### src/tboq_pkg.sv
package tboq_pkg;

  localparam int unsigned DEF_MAX_TASKS = 8;

  // list codes
  localparam logic [1:0] LIST_IN_PORT  = 2'd0;
  localparam logic [1:0] LIST_IN_HOLD  = 2'd1;
  localparam logic [1:0] LIST_OUT_PORT = 2'd2;
  localparam logic [1:0] LIST_OUT_HOLD = 2'd3;

  // operation codes
  localparam logic [1:0] OP_POLL    = 2'd0;
  localparam logic [1:0] OP_DEQUEUE = 2'd1;
  localparam logic [1:0] OP_ENQUEUE = 2'd2;
  localparam logic [1:0] OP_MOVE    = 2'd3;

  // result codes
  localparam logic [1:0] RC_OK        = 2'd0;
  localparam logic [1:0] RC_NOT_READY = 2'd1;
  localparam logic [1:0] RC_EMPTY     = 2'd2;
  localparam logic [1:0] RC_BAD_INDEX = 2'd3;

  // config register indexes
  localparam logic [0:0] REG_POOL_SIZE   = 1'b0;
  localparam logic [0:0] REG_QUEUE_READY = 1'b1;

endpackage

### src/task_buffer_ownership_queue.sv
// Results: a poll or a rejected operation is strobed in the cycle after its accepting
//   edge; dequeue, enqueue and move are strobed once their relink steps are done.
// Throughput: polls and rejects can follow every cycle while no config write is pending;
//   a relink holds busy for load, read/write of prev, next and tail, then own write.
// Reset (rst, synchronous, active high) or any configuration write rebuilds the
//   lists by a sweep over all MAX_TASKS slots; busy is high during the sweep.
// The receiver cannot stall: done is high for exactly one cycle per operation.
module task_buffer_ownership_queue
  import tboq_pkg::*;
#(
  parameter int unsigned MAX_TASKS = DEF_MAX_TASKS
) (
  input  logic       clk,
  input  logic       rst,
  input  logic       start,
  output logic       busy,
  input  logic [1:0] operation,
  input  logic       port,
  input  logic [2:0] task_index,
  input  logic [1:0] target_list,
  output logic       done,
  output logic [1:0] result_code,
  output logic [2:0] result_task,
  output logic [3:0] list_count,
  output logic       hold_mismatch,
  input  logic       cfg_valid,
  output logic       cfg_ready,
  input  logic       cfg_index,
  input  logic [3:0] cfg_data
);

  localparam int unsigned TW = (MAX_TASKS > 1) ? $clog2(MAX_TASKS) : 1;
  localparam int unsigned CW = $clog2(MAX_TASKS + 1);

  // Per-task link entry; link words carry a valid flag in place of a null code.
  typedef struct packed {
    logic [1:0]    owner;
    logic          nxt_ok;
    logic [TW-1:0] nxt;
    logic          prv_ok;
    logic [TW-1:0] prv;
  } entry_t;

  typedef enum logic [9:0] {
    ST_INIT    = 10'b00_0000_0001,
    ST_IDLE    = 10'b00_0000_0010,
    ST_LOAD    = 10'b00_0000_0100,
    ST_PREV_RD = 10'b00_0000_1000,
    ST_PREV_WR = 10'b00_0001_0000,
    ST_NEXT_RD = 10'b00_0010_0000,
    ST_NEXT_WR = 10'b00_0100_0000,
    ST_TAIL_RD = 10'b00_1000_0000,
    ST_TAIL_WR = 10'b01_0000_0000,
    ST_SELF_WR = 10'b10_0000_0000
  } state_t;

  state_t state;

  // Entry memory: single port, registered synchronous read. Every neighbour
  // patch is a read step followed by a write step, so no access overlaps.
  entry_t        mem [MAX_TASKS];
  entry_t        rd_entry;
  logic          mem_we;
  logic [TW-1:0] mem_addr;
  entry_t        mem_wdata;
  entry_t        init_entry;

  // List descriptors are four small registers.
  logic          head_ok [4];
  logic [TW-1:0] head    [4];
  logic          tail_ok [4];
  logic [TW-1:0] tail    [4];
  logic [CW-1:0] lsize   [4];

  logic [3:0]    slot_limit;
  logic          queue_ready;
  logic [CW-1:0] eff;
  logic [TW-1:0] sweep;

  // latched operation word
  logic [1:0]    op_q;
  logic          port_q;
  logic [TW-1:0] tsk_q;
  logic [1:0]    tgt_q;
  entry_t        ent_q;     // moving task's entry before unlink

  logic          start_acc;
  logic          cfg_acc;
  logic          done_next;
  logic [1:0]    pl_in;
  logic [1:0]    code_in;
  logic [TW-1:0] tsel_in;
  logic          idx_bad;
  logic          relink_in;
  logic [3:0]    poll_cnt;
  logic [1:0]    hl_q;
  logic [1:0]    dst;

  // counts above MAX_TASKS saturate
  assign eff = (32'(slot_limit) > MAX_TASKS) ? CW'(MAX_TASKS) : CW'(slot_limit);

  // a pending config write holds off new words so the two never share an edge
  assign busy      = (state != ST_IDLE) || cfg_valid;
  assign cfg_ready = (state == ST_IDLE) && !done;
  assign start_acc = start && !busy;
  assign cfg_acc   = cfg_valid && cfg_ready;

  // early decode at accept
  assign pl_in    = port ? LIST_OUT_PORT : LIST_IN_PORT;
  assign idx_bad  = (32'(task_index) >= 32'(eff));
  assign tsel_in  = (operation == OP_DEQUEUE) ? head[pl_in] : TW'(task_index);
  assign poll_cnt = (32'(lsize[pl_in]) > 32'd15) ? 4'd15 : 4'(lsize[pl_in]);

  always_comb begin
    if (!queue_ready) code_in = RC_NOT_READY;
    else if (operation == OP_POLL) code_in = (lsize[pl_in] == '0) ? RC_EMPTY : RC_OK;
    else if (operation == OP_DEQUEUE)
      code_in = (lsize[pl_in] == '0 || !head_ok[pl_in]) ? RC_EMPTY : RC_OK;
    else if (idx_bad) code_in = RC_BAD_INDEX;
    else code_in = RC_OK;
  end

  // only successful dequeue, enqueue and move touch the lists
  assign relink_in = (code_in == RC_OK) && (operation != OP_POLL);
  assign done_next = (start_acc && !relink_in) || (state == ST_SELF_WR);

  // destination list of the moving task
  assign hl_q = port_q ? LIST_OUT_HOLD : LIST_IN_HOLD;
  always_comb begin
    unique case (op_q)
      OP_DEQUEUE: dst = hl_q;
      OP_ENQUEUE: dst = port_q ? LIST_IN_PORT : LIST_OUT_PORT;
      default:    dst = tgt_q;
    endcase
  end

  // sweep entry: slots below the count chained in index order
  always_comb begin
    init_entry.owner  = LIST_IN_PORT;
    init_entry.nxt_ok = (32'(sweep) + 32'd1 < 32'(eff));
    init_entry.nxt    = sweep + TW'(1);
    init_entry.prv_ok = (sweep != '0) && (32'(sweep) < 32'(eff));
    init_entry.prv    = sweep - TW'(1);
  end

  // memory port: address, write enable and merged write data per step
  always_comb begin
    mem_we    = 1'b0;
    mem_addr  = tsel_in;
    mem_wdata = rd_entry;
    unique case (state)
      ST_INIT: begin
        mem_we    = 1'b1;
        mem_addr  = sweep;
        mem_wdata = init_entry;
      end
      ST_PREV_RD: mem_addr = ent_q.prv;
      ST_PREV_WR: begin
        // prev.next = next
        mem_we           = ent_q.prv_ok;
        mem_addr         = ent_q.prv;
        mem_wdata.nxt_ok = ent_q.nxt_ok;
        mem_wdata.nxt    = ent_q.nxt;
      end
      ST_NEXT_RD: mem_addr = ent_q.nxt;
      ST_NEXT_WR: begin
        // next.prev = prev
        mem_we           = ent_q.nxt_ok;
        mem_addr         = ent_q.nxt;
        mem_wdata.prv_ok = ent_q.prv_ok;
        mem_wdata.prv    = ent_q.prv;
      end
      ST_TAIL_RD: mem_addr = tail[dst];
      ST_TAIL_WR: begin
        // old tail of dst (after unlink) points at the moving task
        mem_we           = tail_ok[dst];
        mem_addr         = tail[dst];
        mem_wdata.nxt_ok = 1'b1;
        mem_wdata.nxt    = tsk_q;
      end
      ST_SELF_WR: begin
        mem_we           = 1'b1;
        mem_addr         = tsk_q;
        mem_wdata.owner  = dst;
        mem_wdata.nxt_ok = 1'b0;
        mem_wdata.nxt    = '0;
        mem_wdata.prv_ok = tail_ok[dst];
        mem_wdata.prv    = tail[dst];
      end
      default: mem_we = 1'b0;
    endcase
  end

  always_ff @(posedge clk) begin
    if (mem_we) mem[mem_addr] <= mem_wdata;
    rd_entry <= mem[mem_addr];
  end

  always_ff @(posedge clk) begin
    if (rst) begin
      state <= ST_INIT;
      sweep <= '0;
      slot_limit <= 4'd8;
      queue_ready <= 1'b0;
      done <= 1'b0;
      result_code <= RC_OK;
      result_task <= 3'd0;
      list_count <= 4'd0;
      hold_mismatch <= 1'b0;
    end else begin
      done <= done_next;
      unique case (state)
        ST_INIT: begin
          if (sweep == '0) begin
            for (int l = 0; l < 4; l++) begin
              head_ok[l] <= (l == 0) && (eff != '0);
              head[l]    <= '0;
              tail_ok[l] <= (l == 0) && (eff != '0);
              tail[l]    <= TW'(eff - CW'(1));
              lsize[l]   <= (l == 0) ? eff : '0;
            end
          end
          if (32'(sweep) == MAX_TASKS - 1) begin
            state <= ST_IDLE;
            sweep <= '0;
          end else begin
            sweep <= sweep + TW'(1);
          end
        end
        ST_IDLE: begin
          if (cfg_acc) begin
            if (cfg_index == REG_POOL_SIZE) slot_limit <= cfg_data;
            else queue_ready <= cfg_data[0];
            state <= ST_INIT;
          end else if (start_acc) begin
            op_q <= operation;
            port_q <= port;
            tsk_q <= tsel_in;
            tgt_q <= target_list;
            if (relink_in) begin
              state <= ST_LOAD;
            end else begin
              // poll or reject: answer straight away
              result_code <= code_in;
              result_task <= 3'd0;
              list_count <= (code_in == RC_OK) ? poll_cnt : 4'd0;
              hold_mismatch <= 1'b0;
            end
          end
        end
        ST_LOAD: begin
          // unlink from the source list descriptors
          ent_q <= rd_entry;
          if (!rd_entry.prv_ok) begin
            head_ok[rd_entry.owner] <= rd_entry.nxt_ok;
            head[rd_entry.owner] <= rd_entry.nxt;
          end
          if (!rd_entry.nxt_ok) begin
            tail_ok[rd_entry.owner] <= rd_entry.prv_ok;
            tail[rd_entry.owner] <= rd_entry.prv;
          end
          lsize[rd_entry.owner] <= (lsize[rd_entry.owner] != '0) ?
                                   lsize[rd_entry.owner] - CW'(1) : '0;
          state <= ST_PREV_RD;
        end
        ST_PREV_RD: state <= ST_PREV_WR;
        ST_PREV_WR: state <= ST_NEXT_RD;
        ST_NEXT_RD: state <= ST_NEXT_WR;
        ST_NEXT_WR: state <= ST_TAIL_RD;
        ST_TAIL_RD: state <= ST_TAIL_WR;
        ST_TAIL_WR: state <= ST_SELF_WR;
        ST_SELF_WR: begin
          // append at the tail of dst
          if (!tail_ok[dst]) begin
            head_ok[dst] <= 1'b1;
            head[dst] <= tsk_q;
          end
          tail_ok[dst] <= 1'b1;
          tail[dst] <= tsk_q;
          lsize[dst] <= lsize[dst] + CW'(1);
          result_code <= RC_OK;
          result_task <= (op_q == OP_DEQUEUE) ? 3'(tsk_q) : 3'd0;
          list_count <= 4'd0;
          hold_mismatch <= (op_q == OP_ENQUEUE) && (ent_q.owner != hl_q);
          state <= ST_IDLE;
        end
        default: state <= ST_INIT;
      endcase
    end
  end

  property p_done_after_relink;
    @(posedge clk) disable iff (rst) (state == ST_SELF_WR) |=> done;
  endproperty
  a_done_after_relink: assert property (p_done_after_relink) else $error("missing result");

  property p_accept_path;
    @(posedge clk) disable iff (rst) start_acc |=> (done || (state == ST_LOAD));
  endproperty
  a_accept_path: assert property (p_accept_path) else $error("accept lost");

  property p_cfg_rebuild;
    @(posedge clk) disable iff (rst) cfg_acc |=> (state == ST_INIT);
  endproperty
  a_cfg_rebuild: assert property (p_cfg_rebuild) else $error("config write without rebuild");

  property p_state_onehot;
    @(posedge clk) disable iff (rst) $onehot(state);
  endproperty
  a_state_onehot: assert property (p_state_onehot) else $error("state not one-hot");

endmodule

### config.mk
export PLATFORM = sky130hd
export DESIGN_NAME = task_buffer_ownership_queue
export DESIGN_NICKNAME = d
export VERILOG_FILES = /design/src/tboq_pkg.sv /design/src/task_buffer_ownership_queue.sv
export SDC_FILE = /design/constraint.sdc
export NUM_CORES = 1
export LEC_CHECK = 0
export BUFFER_PORTS_ARGS = -buffer_cell sky130_fd_sc_hd__buf_2
export CAP_MARGIN = 30
export CORE_MARGIN = 8
export CORE_UTILIZATION = 45
export DETAILED_ROUTE_END_ITERATION = 16
export PLACE_DENSITY = 0.68
export SLEW_MARGIN = 20
export SYNTH_ARGS = -nofsm -noshare
export SYNTH_HDL_FRONTEND = slang
export SYNTH_SLANG_ARGS = --single-unit
### constraint.sdc
create_clock -name clk -period 11.1 [get_ports clk]
set_clock_uncertainty 0.2 [all_clocks]
set_input_delay 0 -clock clk [delete_from_list [all_inputs] [get_ports clk]]
set_output_delay 0 -clock clk [all_outputs]
set_load 0.1 [all_outputs]
# After elaboration in Yosys (flattened, before gate mapping)
# Memories as Yosys holds them, arrays and structs flattened. A register that Yosys moved wholly into a read port is not among the register bits.
# Cells that the tools add are included.
[totals] out_inout_bits=13 reg_bits=47 ram_bits=128 mem_count=6
[memory_table] name="mem" words=8 width=10 rd=1 rd_ports_with_merged_regs=1 wr=1 line_no="task_buffer_ownership_queue.sv:61" source="entry_t mem [MAX_TASKS];"
[memory_table] name="lsize" words=4 width=4 rd=3 rd_ports_with_merged_regs=0 wr=4 line_no="task_buffer_ownership_queue.sv:73" source="logic [CW-1:0] lsize [4];"
[memory_table] name="head" words=4 width=3 rd=1 rd_ports_with_merged_regs=0 wr=4 line_no="task_buffer_ownership_queue.sv:70" source="logic [TW-1:0] head [4];"
[memory_table] name="tail" words=4 width=3 rd=1 rd_ports_with_merged_regs=0 wr=4 line_no="task_buffer_ownership_queue.sv:72" source="logic [TW-1:0] tail [4];"
[memory_table] name="head_ok" words=4 width=1 rd=1 rd_ports_with_merged_regs=0 wr=4 line_no="task_buffer_ownership_queue.sv:69" source="logic head_ok [4];"
[memory_table] name="tail_ok" words=4 width=1 rd=1 rd_ports_with_merged_regs=0 wr=4 line_no="task_buffer_ownership_queue.sv:71" source="logic tail_ok [4];"
[classes] addsub=6 magnitude_cmp=4 eq_ne=22 n_reduce_logical=43 muxes=96 bitwise_logic=3
[op_table] operator="case mux 10 bit (10 select lines)" n=1
[op_table] operator="two-way mux 2 bit" n=22
[op_table] operator="two-way mux 1 bit" n=41
[op_table] operator="two-way mux 10 bit" n=4
[op_table] operator="two-way mux 4 bit" n=8
[op_table] operator="two-way mux 3 bit" n=10
[op_table] operator="case mux 4 bit (4 select lines)" n=1
[op_table] operator="case mux 3 bit (5 select lines)" n=1
[op_table] operator="case mux 2 bit (2 select lines)" n=3
[op_table] operator="case mux 4 bit (3 select lines)" n=1
[op_table] operator="OR reduction 3 bit" n=4
[op_table] operator="== test 10 x 1 -> 1 bit (second input constant)" n=1
[op_table] operator="== test 10 bit (second input constant)" n=1
[op_table] operator="== test 10 x 2 -> 1 bit (second input constant)" n=1
[op_table] operator="== test 10 x 3 -> 1 bit (second input constant)" n=1
[op_table] operator="== test 10 x 4 -> 1 bit (second input constant)" n=1
[op_table] operator="== test 10 x 5 -> 1 bit (second input constant)" n=1
[op_table] operator="== test 10 x 6 -> 1 bit (second input constant)" n=1
[op_table] operator="== test 10 x 7 -> 1 bit (second input constant)" n=1
[op_table] operator="== test 10 x 8 -> 1 bit (second input constant)" n=1
[op_table] operator="== test 10 x 9 -> 1 bit (second input constant)" n=1
[op_table] operator="!= test 10 x 2 -> 1 bit (second input constant)" n=1
[op_table] operator="AND reduction 3 bit" n=3
[op_table] operator="!= test 2 bit (second input constant)" n=4
[op_table] operator="33 further kinds" n=60

# Depth between registers and ports, before layout
# An unclocked memory read counts as a cell.
[depth] depth_word=14 depth_mapped=13

# Least setup slack after synthesis
# OpenSTA, ideal clock, no wires.
[synth_path] kind="reg2reg" startpoint="register state[2]" endpoint="memory mem[6][0] in the netlist's numbering, enable pin" stages_incl_launch_ff=11 t_required_ns=10.510 t_arrival_ns=3.281 path_buffers=4 setup_slack_ns=7.230 setup_time_ns=0.390 cell_sequence="dfxtp_1 -> buf_2 -> or4_1 -> or4_1 -> buf_2 -> and4_4 -> buf_2 -> o31ai_4 -> buf_4 -> nand2_1 -> nor3_1"
[synth_between] elab_chain_cells=5
[synth_rtl] item="from (decl)" line_no="task_buffer_ownership_queue.sv:57" source="state_t state;"
[synth_rtl] item="from (signal assigned)" line_no="task_buffer_ownership_queue.sv:201" source="state <= ST_INIT;"
[synth_rtl] item="from (signal assigned)" line_no="task_buffer_ownership_queue.sv:224" source="state <= ST_IDLE;"
[synth_rtl] item="from (signal assigned)" line_no="task_buffer_ownership_queue.sv:234" source="state <= ST_INIT;"
[synth_rtl] item="== test 10 bit / == test 10 x 1 -> 1 bit (equally long branches)" line_no="task_buffer_ownership_queue.sv:151" source="unique case (state)"
[synth_rtl] item="OR reduction 2 bit (no source line)"
[synth_rtl] item="case mux 1 bit (4 select lines)" line_no="task_buffer_ownership_queue.sv:151"
[synth_rtl] item="two-way mux 1 bit" line_no="task_buffer_ownership_queue.sv:195" source="if (mem_we) mem[mem_addr] <= mem_wdata;"
[synth_rtl] item="two-way mux 1 bit (implied by the code)" line_no="task_buffer_ownership_queue.sv:195"
[synth_rtl] item="to (decl)" line_no="task_buffer_ownership_queue.sv:61"
# Several ways; a longest one is shown, not always the timed one.

# Worst setup path in the final report
[layout_path] startpoint="register op_q[1]" endpoint="memory mem[7][0] in the netlist's numbering, enable pin"
[layout_between] elab_chain_cells=6
[layout_rtl] item="from (decl)" line_no="task_buffer_ownership_queue.sv:81" source="logic [1:0] op_q;"
[layout_rtl] item="from (signal assigned)" line_no="task_buffer_ownership_queue.sv:236" source="op_q <= operation;"
[layout_rtl] item="== test 2 bit / == test 2 x 1 -> 1 bit (equally long branches)" line_no="task_buffer_ownership_queue.sv:130" source="unique case (op_q)"
[layout_rtl] item="case mux 2 bit (2 select lines) *" line_no="task_buffer_ownership_queue.sv:130"
[layout_rtl] item="memory (4 x 1 bit)"
[layout_rtl] item="case mux 1 bit (4 select lines)" line_no="task_buffer_ownership_queue.sv:151"
[layout_rtl] item="two-way mux 1 bit" line_no="task_buffer_ownership_queue.sv:195"
[layout_rtl] item="two-way mux 1 bit (implied by the code)" line_no="task_buffer_ownership_queue.sv:195"
# Every way passes the cells marked *; elsewhere a longest branch is shown, timed or not.

==> run summary <==
Yosys top cell area share: 42.9%
Total of fill cells in the finished design: 1824
First drt pass iteration count: 7
Area Growth Syn to Fin: 13.1%
Initial antenna violation count: 0
Final Net Count: 1006
Post-synth EDFFs: 138
Die X: 163 um
R2R cell count: 9
Hold Crit Start: target_list[0]
CTS max path bufs: 2
Sequential fraction of the synthesis area: 50.9%
PostCTS Resize Cnt: 0
Root Buffer: clkbuf_16
Crit path cell chain: ha_1 -> mux2i_1 -> nand4_1 -> a41oi_2 -> buf_4 -> or3_1 -> buf_4 -> o21ai_2 -> nor3_2
FP Rows: 53
Post-DRT Antenna Nets: 0
Layout cell share with drive strength beyond 1: 11.3%
Seq. cell area: 0.00492 mm^2
Final Wtd Congestion: 0.910
CP max-delay cell: nor3_2
Num CTS Buffers: 17
Max incr delay on CP: 0.81 ns
Vias: 7780
Multi-input logic area: 0.00440 mm^2
Crit path buf inv count: 2
Die height: 163 um
# H-tree levels: 4
I/O Buffers: 29
DRC errors left: 0
Crit end category: flip-flop
WL/cell: 20.8 um
R2r setup slk: 6.55 ns
Worst path most repeated cell: buf_4
Worst Hold Path EP: tgt_q[0]
Wire length of the first global-routing pass: 41200 um
Tcrit/Tclk final: 41.0%
Hold crit path type: input pin to flip-flop
Die ar.: 0.0264 mm^2
Terminus of the critical flop-to-flop path: mem[7][0]
Vias/cell: 6.17
Largest net degree at the start of global routing: 110
Syn Nets: 977
HPWL after DPL: 17500 um
CP Class: flip-flop to flip-flop
Post-synthesis async set-or-reset flop share: 0%
WHS Path Cells: 2
RSZ-0062 raised after global routing: no
Worst-Skew Late Latency: 0.44 ns
Number of max-cap violations: 0
Gr usage total: 20.0%
Synth Cell Area: 0.00967 mm^2
Reg clk slew, reported paths: 0.07 ns
Initial DRC count: 833
Dominant cells by area after synthesis: edfxtp_1, dfxtp_1, nand2_1
Largest delay share family, worst path: simple AND/OR/NAND/NOR gates
Status: finished, final reports clean
Initial core utilization: 45.8%
Mean Syn Cell Area: 10.3 um^2
FF-to-FF Start: op_q[1]
Fin. max-slew vios: 0
Max-slew headroom: 37.1%
Critical Path RT: 10.96 ns
Sum Neg Setup Slack: 0 ns
Post-CTS Setup Bufs: 0
FMAX: 0.220 GHz
Commonest cells after routing, fill and taps aside: nand2_1, edfxtp_1, nor2_1, mux2i_1, o211ai_1
Final Hold Fails: 0
Static Leak: 4.10 nW
Detailed Route WL: 26200 um
Clock sinks: 177
Ant. Diodes: 0
Synth cell types: 71
Startpoint type of the worst setup path: flip-flop
GRT overflow: 0
Vias in the first global route: 7224
Worst-margin pin slew: 0.938 ns
# setup viols final: 0
Area leader, netlist: edfxtp_1
Flops & latches, synth: 177
Core ar.: 0.0211 mm^2
Utilization after layout: 51.8%
Synth Warn #: 0
CP arrival: 4.41 ns
Worst VDD drop: 0.192 mV
Cells after Synth: 943
PD cells: 293 mW/mm^2
CP max FO: 42
TritonCTS clock tree: built
Final min period: 4.55 ns
Main synth FF type: edfxtp_1
Most common cell after layout, fill and taps aside: nand2_1
IO Count: 30
[metal layers]
| layer | track usage (%) | routed length, um |
|---|---|---|
| met5 | 0 | 0 |
| met3 | 4.10 | 2360 |
| met4 | 6.63 | 571 |
| met1 | 28.0 | 11400 |
| met2 | 30.3 | 11900 |
[flip-flops by register name, summed over array words and instances, names as in the netlist, 4 cells and up]
name	count
mem	80
lsize	16
tail	12
ent_q	10
rd_entry	10
state	10
head	6
list_count	4
slot_limit	4
tail_ok	4
[report_power, final]
part / internal (mW) / switching [mW] / leakage [nW] / total, mW
sequential: 1.06 / 0.121 / 1.54 / 1.18
clock: 0.339 / 0.276 / 0.291 / 0.614
combinational: 0.490 / 0.922 / 2.26 / 1.41
total: 1.89 / 1.32 / 4.10 / 3.21
[how the worst max path moves through the flow]
stage	start	endpoint	slack, ns	cells past startpoint
floorplan	state[2]	mem[6][0]	7.23	10
global placement	op_q[1]	mem[5][1]	6.70	10
detailed placement	op_q[1]	mem[7][3]	6.55	9
CTS	op_q[1]	mem[5][0]	6.56	10
global route	op_q[0]	mem[5][4]	6.24	11
finish	op_q[1]	mem[7][0]	6.55	9
[stage by stage]
stage	cell area, um^2	total power, mW	hold WS (ns)	setup slack (ns)	cells
3_5_place_dp	10100	2.56	-0.00297	6.55	1202
2_1_floorplan	9670	2.13	-0.101	7.23	943
5_1_grt	10900	3.38	0.104	6.24	1260
6_report	10900	3.21	0.0848	6.55	1260
4_1_cts	10900	3.18	0.0858	6.56	1258
3_3_place_gp	10000	2.53	0.00649	6.70	1199
[logic make-up after synthesis]
family | after synthesis | share of synthesized area (%)
AO/OA/AOI/OAI | 229 | 17.4
XOR/XNOR | 9 | 0.815
multiplexers | 66 | 7.62
buffers and inverters | 94 | 4.01
flip-flops | 177 | 50.9
AND/OR/NAND/NOR | 351 | 17.0
adder cells (fa/ha/maj) | 17 | 2.20
[Yosys cell counts (10+ instances only)]
library cell  instances
buf_2                10
o311ai_0             37
nor2_1               62
inv_1                32
clkbuf_1             46
a21oi_1              31
mux2i_1              50
nand2_1             169
a21o_1               38
edfxtp_1            138
ha_1                 17
nor3_1               15
o21ai_0              26
nand2b_1             15
dfxtp_1              39
nand3_1              27
mux2_2               10
o211ai_1             47
[layout make-up]
cell class / instances / share of cell area (%)
inverter: 33 / 1.13
clock buffer: 17 / 3.89
timing repair buffer: 71 / 4.92
sequential: 177 / 45.1
tap: 275 / 3.15
clock inverter: 15 / 1.61
multi-input combinational: 672 / 40.2
[timing repair]
action / in CTS / in global routing
endpoints found under the hold margin: 37 / 0
hold buffers: 24 / 0
setup endpoints to repair: 0 / 0
Power figures use the tool's default switching activity.
